===== src/itp_pkg.sv =====
// ---------------------------------------------------------------------------
// ISO-TP reassembler package
// Shared types, codes and constants of the transport receive block.
// ---------------------------------------------------------------------------
package itp_pkg;

  // Queue between the classifier and the message engine.
  localparam int unsigned ITP_QDEPTH = 2;

  localparam logic [15:0] START_TIMEOUT_RESET = 16'd1000;

  // Configuration register indexes (word address).
  localparam logic [1:0] REG_ID_FILTER     = 2'd0;
  localparam logic [1:0] REG_START_TIMEOUT = 2'd1;
  localparam logic [1:0] REG_FC_ID         = 2'd2;

  typedef enum logic [1:0] {
    KIND_SINGLE,
    KIND_FIRST,
    KIND_CONSEC,
    KIND_OTHER
  } itp_kind_e;

  typedef enum logic [2:0] {
    ST_PROGRESS = 3'd0,
    ST_COMPLETE = 3'd1,
    ST_TIMEOUT  = 3'd2,
    ST_BAD      = 3'd3,
    ST_NOSTART  = 3'd4
  } itp_status_e;

  // Classified request as held in the queue. data[0] is frame byte 1.
  typedef struct packed {
    logic             is_tick;
    logic             pass;
    itp_kind_e        kind;
    logic [3:0]       nib;
    logic [6:0][7:0]  data;
  } itp_item_t;

  typedef struct packed {
    itp_status_e      status;
    logic             fc;
    logic [11:0]      offset;
    logic [2:0]       count;
    logic [11:0]      total;
    logic [6:0][7:0]  bytes;
  } itp_result_t;

  typedef struct packed {
    logic full;
    logic empty;
  } itp_qstat_t;

endpackage


===== src/itp_front.sv =====
// ---------------------------------------------------------------------------
// ISO-TP front end
// Accepts input requests, applies the identifier filter and decodes the PCI.
// ---------------------------------------------------------------------------
module itp_front (
  input  logic                 in_valid_i,
  output logic                 in_ready_o,
  input  logic                 mode_i,
  input  logic [28:0]          frame_id_i,
  input  logic [7:0]           byte0_i,
  input  logic [7:0]           byte1_i,
  input  logic [7:0]           byte2_i,
  input  logic [7:0]           byte3_i,
  input  logic [7:0]           byte4_i,
  input  logic [7:0]           byte5_i,
  input  logic [7:0]           byte6_i,
  input  logic [7:0]           byte7_i,
  input  logic [28:0]          id_filter_i,
  input  itp_pkg::itp_qstat_t  q_stat_i,
  output logic                 push_o,
  output itp_pkg::itp_item_t   item_o
);
  import itp_pkg::*;

  itp_kind_e kind;

  always_comb begin
    unique case (byte0_i[7:4])
      4'h0:    kind = KIND_SINGLE;
      4'h1:    kind = KIND_FIRST;
      4'h2:    kind = KIND_CONSEC;
      default: kind = KIND_OTHER;
    endcase
  end

  assign in_ready_o = !q_stat_i.full;
  assign push_o     = in_valid_i && !q_stat_i.full;

  always_comb begin
    item_o.is_tick = mode_i;
    // A zero filter lets every identifier through.
    item_o.pass    = (id_filter_i == 29'd0) || (frame_id_i == id_filter_i);
    item_o.kind    = kind;
    item_o.nib     = byte0_i[3:0];
    item_o.data    = {byte7_i, byte6_i, byte5_i, byte4_i, byte3_i, byte2_i, byte1_i};
  end

endmodule


===== src/itp_queue.sv =====
// ---------------------------------------------------------------------------
// ISO-TP request queue
// Short FIFO of classified requests between the front end and the engine.
// ---------------------------------------------------------------------------
module itp_queue (
  input  logic                 clk_i,
  input  logic                 rst_ni,
  input  logic                 push_i,
  input  itp_pkg::itp_item_t   item_i,
  input  logic                 pop_i,
  output logic                 valid_o,
  output itp_pkg::itp_item_t   item_o,
  output itp_pkg::itp_qstat_t  stat_o
);
  import itp_pkg::*;

  localparam int unsigned PtrW = $clog2(ITP_QDEPTH);
  localparam int unsigned CntW = $clog2(ITP_QDEPTH + 1);

  itp_item_t       mem_q [ITP_QDEPTH];
  logic [PtrW-1:0] wr_ptr_q, wr_ptr_d;
  logic [PtrW-1:0] rd_ptr_q, rd_ptr_d;
  logic [CntW-1:0] cnt_q, cnt_d;

  always_comb begin
    wr_ptr_d = push_i ? wr_ptr_q + PtrW'(1) : wr_ptr_q;
    rd_ptr_d = pop_i  ? rd_ptr_q + PtrW'(1) : rd_ptr_q;
    unique case ({push_i, pop_i})
      2'b10:   cnt_d = cnt_q + CntW'(1);
      2'b01:   cnt_d = cnt_q - CntW'(1);
      default: cnt_d = cnt_q;
    endcase
  end

  always_ff @(posedge clk_i or negedge rst_ni) begin
    if (!rst_ni) begin
      wr_ptr_q <= '0;
      rd_ptr_q <= '0;
      cnt_q    <= '0;
    end else begin
      wr_ptr_q <= wr_ptr_d;
      rd_ptr_q <= rd_ptr_d;
      cnt_q    <= cnt_d;
    end
  end

  always_ff @(posedge clk_i) begin
    if (push_i) begin
      mem_q[wr_ptr_q] <= item_i;
    end
  end

  assign item_o       = mem_q[rd_ptr_q];
  assign valid_o      = (cnt_q != '0);
  assign stat_o.empty = (cnt_q == '0);
  assign stat_o.full  = (cnt_q == CntW'(ITP_QDEPTH));

endmodule


===== src/itp_engine.sv =====
// ---------------------------------------------------------------------------
// ISO-TP message engine
// Carries out queued requests against the message state and registers the
// result for the output channel.
// ---------------------------------------------------------------------------
module itp_engine #(
  parameter int MAX_PAYLOAD         = 4095,
  parameter int START_ATTEMPT_LIMIT = 10,
  parameter int FRAME_TIMEOUT_MS    = 1000
) (
  input  logic                 clk_i,
  input  logic                 rst_ni,
  input  logic                 item_valid_i,
  input  itp_pkg::itp_item_t   item_i,
  output logic                 pop_o,
  input  logic [15:0]          start_timeout_i,
  output logic                 out_valid_o,
  input  logic                 out_ready_i,
  output itp_pkg::itp_result_t result_o
);
  import itp_pkg::*;

  typedef struct packed {
    logic        in_msg;
    logic [3:0]  attempts;
    logic [15:0] wait_cnt;
    logic [3:0]  seq;
    logic [11:0] done;
    logic [11:0] len;
  } eng_state_t;

  localparam eng_state_t IdleState = '{in_msg: 1'b0, attempts: 4'd0, wait_cnt: 16'd0,
                                       seq: 4'd1, done: 12'd0, len: 12'd0};

  eng_state_t  st_q, st_d;
  logic        out_valid_q, out_valid_d;
  itp_result_t res_q, res_d;
  logic        emit;

  logic [15:0] wait_inc;
  logic [15:0] idle_limit;
  logic [11:0] remain;
  logic [2:0]  chunk;
  logic [11:0] done_sum;
  logic [11:0] first_total;
  logic [2:0]  single_len;
  logic [3:0]  attempts_inc;
  logic [6:0][7:0] src_first;

  function automatic logic [6:0][7:0] mask_bytes(logic [6:0][7:0] src, logic [2:0] cnt);
    logic [6:0][7:0] r;
    for (int i = 0; i < 7; i++) begin
      r[i] = (3'(i) < cnt) ? src[i] : 8'd0;
    end
    return r;
  endfunction

  assign pop_o        = item_valid_i && (!out_valid_q || out_ready_i);
  assign wait_inc     = (st_q.wait_cnt == 16'hFFFF) ? st_q.wait_cnt : st_q.wait_cnt + 16'd1;
  assign idle_limit   = (start_timeout_i == 16'd0) ? 16'd1 : start_timeout_i;
  assign remain       = st_q.len - st_q.done;
  assign chunk        = (remain > 12'd7) ? 3'd7 : remain[2:0];
  assign done_sum     = st_q.done + {9'd0, chunk};
  assign first_total  = {item_i.nib, item_i.data[0]};
  assign single_len   = (item_i.nib > 4'd7) ? 3'd7 : item_i.nib[2:0];
  assign attempts_inc = st_q.attempts + 4'd1;
  // A first frame carries its payload from frame byte 2 onwards.
  assign src_first    = {8'd0, item_i.data[6:1]};

  always_comb begin
    st_d  = st_q;
    res_d = '0;
    emit  = 1'b0;
    if (pop_o) begin
      if (item_i.is_tick) begin
        st_d.wait_cnt = wait_inc;
        if (st_q.in_msg ? (wait_inc >= 16'(FRAME_TIMEOUT_MS)) : (wait_inc >= idle_limit)) begin
          emit         = 1'b1;
          res_d.status = ST_TIMEOUT;
          res_d.total  = st_q.in_msg ? st_q.len : 12'd0;
          st_d         = IdleState;
        end
      end else begin
        st_d.wait_cnt = 16'd0;
        if (st_q.in_msg) begin
          // Frames for other identifiers are ignored while a message is open.
          if (item_i.pass) begin
            emit = 1'b1;
            if (item_i.kind != KIND_CONSEC || item_i.nib != st_q.seq) begin
              res_d.status = ST_BAD;
              res_d.total  = st_q.len;
              st_d         = IdleState;
            end else begin
              res_d.offset = st_q.done;
              res_d.count  = chunk;
              res_d.total  = st_q.len;
              res_d.bytes  = mask_bytes(item_i.data, chunk);
              if (done_sum >= st_q.len) begin
                res_d.status = ST_COMPLETE;
                st_d         = IdleState;
              end else begin
                res_d.status = ST_PROGRESS;
                st_d.done    = done_sum;
                st_d.seq     = st_q.seq + 4'd1;
              end
            end
          end
        end else if (item_i.pass && item_i.kind == KIND_SINGLE) begin
          emit         = 1'b1;
          res_d.status = ST_COMPLETE;
          res_d.count  = single_len;
          res_d.total  = {9'd0, single_len};
          res_d.bytes  = mask_bytes(item_i.data, single_len);
          st_d         = IdleState;
        end else if (item_i.pass && item_i.kind == KIND_FIRST) begin
          emit = 1'b1;
          st_d = IdleState;
          if (first_total > 12'(MAX_PAYLOAD)) begin
            res_d.status = ST_BAD;
          end else if (first_total <= 12'd6) begin
            res_d.status = ST_COMPLETE;
            res_d.fc     = 1'b1;
            res_d.count  = first_total[2:0];
            res_d.total  = first_total;
            res_d.bytes  = mask_bytes(src_first, first_total[2:0]);
          end else begin
            res_d.status = ST_PROGRESS;
            res_d.fc     = 1'b1;
            res_d.count  = 3'd6;
            res_d.total  = first_total;
            res_d.bytes  = src_first;
            st_d.in_msg  = 1'b1;
            st_d.len     = first_total;
            st_d.done    = 12'd6;
          end
        end else begin
          if (attempts_inc >= 4'(START_ATTEMPT_LIMIT)) begin
            emit         = 1'b1;
            res_d.status = ST_NOSTART;
            st_d         = IdleState;
          end else begin
            st_d.attempts = attempts_inc;
          end
        end
      end
    end
  end

  always_comb begin
    out_valid_d = out_valid_q;
    if (pop_o) begin
      out_valid_d = emit;
    end else if (out_ready_i) begin
      out_valid_d = 1'b0;
    end
  end

  always_ff @(posedge clk_i or negedge rst_ni) begin
    if (!rst_ni) begin
      st_q        <= IdleState;
      out_valid_q <= 1'b0;
    end else begin
      st_q        <= st_d;
      out_valid_q <= out_valid_d;
    end
  end

  always_ff @(posedge clk_i) begin
    if (pop_o && emit) begin
      res_q <= res_d;
    end
  end

  assign out_valid_o = out_valid_q;
  assign result_o    = res_q;

endmodule


===== src/iso_tp_reassembler_top.sv =====
// ---------------------------------------------------------------------------
// ISO-TP reassembler top level
// Receive side of ISO 15765-2: reassembles messages from CAN frames and
// streams their payload in chunks of up to seven bytes.
// ---------------------------------------------------------------------------
// Usage:
// The input channel carries one request per transfer: a received CAN frame
// (mode 0) or a one millisecond tick (mode 1). Each request gives zero or one
// result on the output channel; a result carries a status, a flow-control
// request flag, the chunk offset and count, the message length and seven
// payload bytes (bytes past the count are zero).
// Throughput is one request per clock while the receiver takes results.
// An accepted request enters the queue; the message engine then carries
// it out and registers its result, offered until taken. A two-entry queue
// separates the classifier from the engine; when the receiver stalls, the
// registered result holds, the queue fills and in_ready_o falls after two
// further requests. After reset the block waits for a start frame with
// all counters clear, id_filter 0, start_timeout_ms 1000 and flow_control_id
// 0. The user must write the registers over the APB port only while the
// block is idle; the block itself does not enforce this.
// ---------------------------------------------------------------------------
module iso_tp_reassembler_top #(
  parameter int MAX_PAYLOAD         = 4095,
  parameter int START_ATTEMPT_LIMIT = 10,
  parameter int FRAME_TIMEOUT_MS    = 1000
) (
  input  logic        clk_i,
  input  logic        rst_ni,
  input  logic        psel,
  input  logic        penable,
  input  logic        pwrite,
  input  logic [3:0]  paddr,
  input  logic [31:0] pwdata,
  output logic [31:0] prdata,
  output logic        pready,
  input  logic        in_valid_i,
  output logic        in_ready_o,
  input  logic        mode_i,
  input  logic [28:0] frame_id_i,
  input  logic [7:0]  byte0_i,
  input  logic [7:0]  byte1_i,
  input  logic [7:0]  byte2_i,
  input  logic [7:0]  byte3_i,
  input  logic [7:0]  byte4_i,
  input  logic [7:0]  byte5_i,
  input  logic [7:0]  byte6_i,
  input  logic [7:0]  byte7_i,
  output logic        out_valid_o,
  input  logic        out_ready_i,
  output logic [2:0]  status_o,
  output logic        send_flow_control_o,
  output logic [11:0] chunk_offset_o,
  output logic [2:0]  chunk_count_o,
  output logic [11:0] total_length_o,
  output logic [7:0]  out0_o,
  output logic [7:0]  out1_o,
  output logic [7:0]  out2_o,
  output logic [7:0]  out3_o,
  output logic [7:0]  out4_o,
  output logic [7:0]  out5_o,
  output logic [7:0]  out6_o
);
  import itp_pkg::*;

  logic [28:0] id_filter_q, id_filter_d;
  logic [15:0] start_timeout_q, start_timeout_d;
  logic [28:0] fc_id_q, fc_id_d;
  logic        cfg_wr;

  logic        push;
  logic        pop;
  logic        q_valid;
  itp_item_t   push_item;
  itp_item_t   q_item;
  itp_qstat_t  q_stat;
  itp_result_t result;

  // Configuration registers
  assign pready = 1'b1;
  assign cfg_wr = psel && penable && pwrite;

  always_comb begin
    id_filter_d     = id_filter_q;
    start_timeout_d = start_timeout_q;
    fc_id_d         = fc_id_q;
    if (cfg_wr) begin
      unique case (paddr[3:2])
        REG_ID_FILTER:     id_filter_d     = pwdata[28:0];
        REG_START_TIMEOUT: start_timeout_d = pwdata[15:0];
        REG_FC_ID:         fc_id_d         = pwdata[28:0];
        default:           ;
      endcase
    end
  end

  always_ff @(posedge clk_i or negedge rst_ni) begin
    if (!rst_ni) begin
      id_filter_q     <= 29'd0;
      start_timeout_q <= START_TIMEOUT_RESET;
      fc_id_q         <= 29'd0;
    end else begin
      id_filter_q     <= id_filter_d;
      start_timeout_q <= start_timeout_d;
      fc_id_q         <= fc_id_d;
    end
  end

  always_comb begin
    unique case (paddr[3:2])
      REG_ID_FILTER:     prdata = {3'd0, id_filter_q};
      REG_START_TIMEOUT: prdata = {16'd0, start_timeout_q};
      REG_FC_ID:         prdata = {3'd0, fc_id_q};
      default:           prdata = 32'd0;
    endcase
  end

  itp_front u_front (
    .in_valid_i  (in_valid_i),
    .in_ready_o  (in_ready_o),
    .mode_i      (mode_i),
    .frame_id_i  (frame_id_i),
    .byte0_i     (byte0_i),
    .byte1_i     (byte1_i),
    .byte2_i     (byte2_i),
    .byte3_i     (byte3_i),
    .byte4_i     (byte4_i),
    .byte5_i     (byte5_i),
    .byte6_i     (byte6_i),
    .byte7_i     (byte7_i),
    .id_filter_i (id_filter_q),
    .q_stat_i    (q_stat),
    .push_o      (push),
    .item_o      (push_item)
  );

  itp_queue u_queue (
    .clk_i   (clk_i),
    .rst_ni  (rst_ni),
    .push_i  (push),
    .item_i  (push_item),
    .pop_i   (pop),
    .valid_o (q_valid),
    .item_o  (q_item),
    .stat_o  (q_stat)
  );

  itp_engine #(
    .MAX_PAYLOAD         (MAX_PAYLOAD),
    .START_ATTEMPT_LIMIT (START_ATTEMPT_LIMIT),
    .FRAME_TIMEOUT_MS    (FRAME_TIMEOUT_MS)
  ) u_engine (
    .clk_i           (clk_i),
    .rst_ni          (rst_ni),
    .item_valid_i    (q_valid),
    .item_i          (q_item),
    .pop_o           (pop),
    .start_timeout_i (start_timeout_q),
    .out_valid_o     (out_valid_o),
    .out_ready_i     (out_ready_i),
    .result_o        (result)
  );

  assign status_o            = result.status;
  assign send_flow_control_o = result.fc;
  assign chunk_offset_o      = result.offset;
  assign chunk_count_o       = result.count;
  assign total_length_o      = result.total;
  assign out0_o              = result.bytes[0];
  assign out1_o              = result.bytes[1];
  assign out2_o              = result.bytes[2];
  assign out3_o              = result.bytes[3];
  assign out4_o              = result.bytes[4];
  assign out5_o              = result.bytes[5];
  assign out6_o              = result.bytes[6];

  // An accepted request is always waiting in the queue on the next cycle.
  a_push_lands: assert property (@(posedge clk_i) disable iff (!rst_ni)
    in_valid_i && in_ready_o |=> !q_stat.empty)
    else $error("accepted request missing from queue");

  a_queue_stat: assert property (@(posedge clk_i) disable iff (!rst_ni)
    !(q_stat.full && q_stat.empty))
    else $error("queue reports full and empty");

  a_error_empty: assert property (@(posedge clk_i) disable iff (!rst_ni)
    out_valid_o && (status_o == ST_TIMEOUT || status_o == ST_BAD || status_o == ST_NOSTART)
    |-> chunk_count_o == 3'd0 && !send_flow_control_o && chunk_offset_o == 12'd0)
    else $error("error result carries payload");

  a_fc_first: assert property (@(posedge clk_i) disable iff (!rst_ni)
    out_valid_o && send_flow_control_o
    |-> chunk_offset_o == 12'd0 && (status_o == ST_PROGRESS || status_o == ST_COMPLETE))
    else $error("flow control request outside a first frame");

endmodule

===== config.mk =====
export PLATFORM = sky130hd
export DESIGN_NAME = iso_tp_reassembler_top
export DESIGN_NICKNAME = d
export VERILOG_FILES = /design/src/itp_pkg.sv /design/src/itp_front.sv /design/src/itp_queue.sv /design/src/itp_engine.sv /design/src/iso_tp_reassembler_top.sv
export SDC_FILE = /design/constraint.sdc
export NUM_CORES = 1
export LEC_CHECK = 0
export ABC_AREA = 0
export BUFFER_PORTS_ARGS = -buffer_cell sky130_fd_sc_hd__buf_2
export CORE_UTILIZATION = 52
export DETAILED_ROUTE_END_ITERATION = 10
export GPL_ROUTABILITY_DRIVEN = 0
export GPL_TIMING_DRIVEN = 0
export PLACE_DENSITY = 0.76
export SLEW_MARGIN = 15
export SYNTH_ARGS = -nofsm -noshare
export SYNTH_HDL_FRONTEND = slang
export SYNTH_HIERARCHICAL = 1
export SYNTH_SLANG_ARGS = --single-unit

===== constraint.sdc =====
create_clock -name clk_i -period 6.9 [get_ports clk_i]
set_clock_uncertainty 0.05 [all_clocks]
set_input_delay 0.345 -clock clk_i [delete_from_list [all_inputs] [get_ports clk_i]]
set_output_delay 0.345 -clock clk_i [all_outputs]
set_load 0.02 [all_outputs]

==> impl_metrics.toml <==
[detailed_routing]
drt-vias-per-instance = 5.73
vias = 12900
dr.first_iter.drc_count = 1144
drt_wl_total_um = 45500
firstDrtPassIters = 6
detail-route-antenna-nets = 0
routedWlPerCell_um = 20.2
drcViolationCount = 0

[synthesis]
avgSynthCellArea_um2 = 12.1
synth_area_mm2 = 0.0178
yosysWarnings = 6
synthCells = 1468

[setup_path]
critical_path.top_delay_family = "compound AO/OA/AOI/OAI gates"
start_kind = "flip-flop"
crit_type = "flip-flop to flip-flop"
cp_slowest_cell = "a2111oi_4"
critPathMostFrequentCell = "ha_1"
worst_setup_path_end_kind = "flip-flop"
crit_arrival_ns = 6.84
cp.buffers_inverters = 7
r2r_slack_ns = 0.27
cp.required_ns = 7.11
critPathMaxStageDelay_ns = 0.44
critical_path.max_fanout = 10

[floorplanning]
design.core.area_mm2 = 0.0336
ios = 259
die_h_um = 187
die_w_um = 187
dieArea_mm2 = 0.0350
start_util_pct = 53.0
num_rows = 67

[pwr]
total_power_uw = 9240
powerDensity_mw_per_mm2 = 430
ir_drop_mv = 0.386
p_leak_uw = 0.00898

[final_layout]
post-route-util_pct = 64.0
seq_area_mm2 = 0.00967
multi_input_area_mm2 = 0.00714
drive_above_1_share_pct = 30.2
area_growth_pct = 20.6
n_fill_cell = 2487
nets = 1964

[grt]
grt_pass1_vias = 12800
antenna_found_initial = 2
grt_pass1_wl_um = 70600
grt_use_total_pct = 25.6
grt.overflow.total = 0
grt_max_degree = 75

[clock_tree]
h-tree-depth = 2
clkSinkCount = 343
clk_latency_ns = 0.53
cts-root-buf = "clkbuf_16"
cts_buffer_depth = 3
cts_tree = "yes"
cts_made_buffers = 38
clk_pin_slew_ns = 0.06

[sta]
timing.fmax_mhz = 151
timing.hold.ws_ns = 0.0268
maxSlewViolCount = 0
relSlewSlack_pct = 23.1
hold_violations = 0
post-route-period-util_pct = 96.1
worstMarginPinSlew_ns = 1.12
setup_violations = 0
period_needed_ns = 6.63

[job]
cap_violations = 0

[placement]
hpwlAfterDp_um = 32000
io_buffers = 187

[outcome]
status = "finished, final reports clean"

[worst_hold_path]
hold_path_class = "input pin to flip-flop"
==> state kept, by name (all words and copies together), names as in the netlist <==
register              count
fc_id_q                  29
id_filter_q              29
start_timeout_q          16
u_engine/out_valid_o      1
u_engine/result_o        87
u_engine/st_q            49
u_queue/cnt_q             2
u_queue/mem_q           128
u_queue/rd_ptr_q          1
u_queue/wr_ptr_q          1
==> per-stage QoR <==
step                instance area, um^2  setup TNS [ns]  cells  worst slack [ns]
floorplan                         17800               0   1470             0.453
CTS                               21400               0   2249            0.0194
global route                      21500         -0.0149   2256           -0.0149
global placement                  19300          -13.70   2105            -0.597
detailed placement                19500          -16.87   2110            -0.750
finish                            21500               0   2256             0.266
==> repair_timing <==
action | CTS | global route
resized for setup | 3 | 11
pin swaps | 1 | 7
setup endpoints to repair | 41 | 37
setup buffers | 1 | 7
hold buffers | 69 | 0
endpoints found under the hold margin | 184 | 0
==> per-layer routing <==
metal,global-route usage (%),vias up,wire length [um]
li1,-,5941,-
met1,34.9,6314,18800
met2,42.2,588,21900
met3,4.09,90,3500
met4,8.07,2,1320
met5,0,-,8
==> final cells by class <==
class / instances / area share, %
flip-flops and latches: 343 / 45.0
clock inverters: 18 / 0.826
inverters: 60 / 1.06
multi-input cells: 935 / 33.2
diodes: 1 / 0.0116
repair buffers: 269 / 8.44
plain buffers: 131 / 3.98
clock buffers: 51 / 4.93
well taps: 448 / 2.61
==> final timing paths <==
path	depth (start not counted)	startpoint	end
worst max register to register	30	u_engine/st_q[0]	u_engine/result_o[66]
max in group asynchronous	3	rst_ni	start_timeout_q[9]
min in group asynchronous	2	rst_ni	u_engine/out_valid_o
worst max-delay path	30	u_engine/st_q[0]	u_engine/result_o[66]
worst min register to register	1	u_queue/cnt_q[1]	u_queue/cnt_q[1]
worst min-delay path	2	pwdata[13]	start_timeout_q[13]
==> layout by cell type, fill, tap and decap left out, drive strengths merged, types with 12 or more instances in the layout <==
master and instances:
nand2b 12, xnor2 22, a21oi 50, and2 20, clkinv 12, and3 13, nand4 18, clkbuf 83
edfxtp 215, mux2 140, nor4 23, dfrtp 121, a22oi 16, buf 299, nand3 34, xor2 42
ha 47, o21ai 62, inv 63, nand2 108, mux2i 32, nor3 19, dlygate4sd3 69, nor2 105
a22o 47
==> report_power, final <==
part / internal [uW] / switching [uW] / leakage [uW] / total [uW]
registers: 2850 / 284 / 0.00365 / 3130
logic: 1640 / 2470 / 0.00472 / 4110
clock network: 1170 / 829 / 0.000610 / 2000
total: 5650 / 3590 / 0.00898 / 9240
==> worst reg2reg max path, delay by kind of cell (launching register included) <==
| family | cells | cell delay [ns] |
|---|---|---|
| compound gates | 10 | 2.24 |
| xor+xnor | 1 | 0.19 |
| fa+ha+maj | 4 | 1.13 |
| buf+inv | 7 | 1.00 |
| flops | 1 | 0.43 |
| simple gates | 8 | 1.35 |
Note: power is estimated with default switching activity, not from simulation.
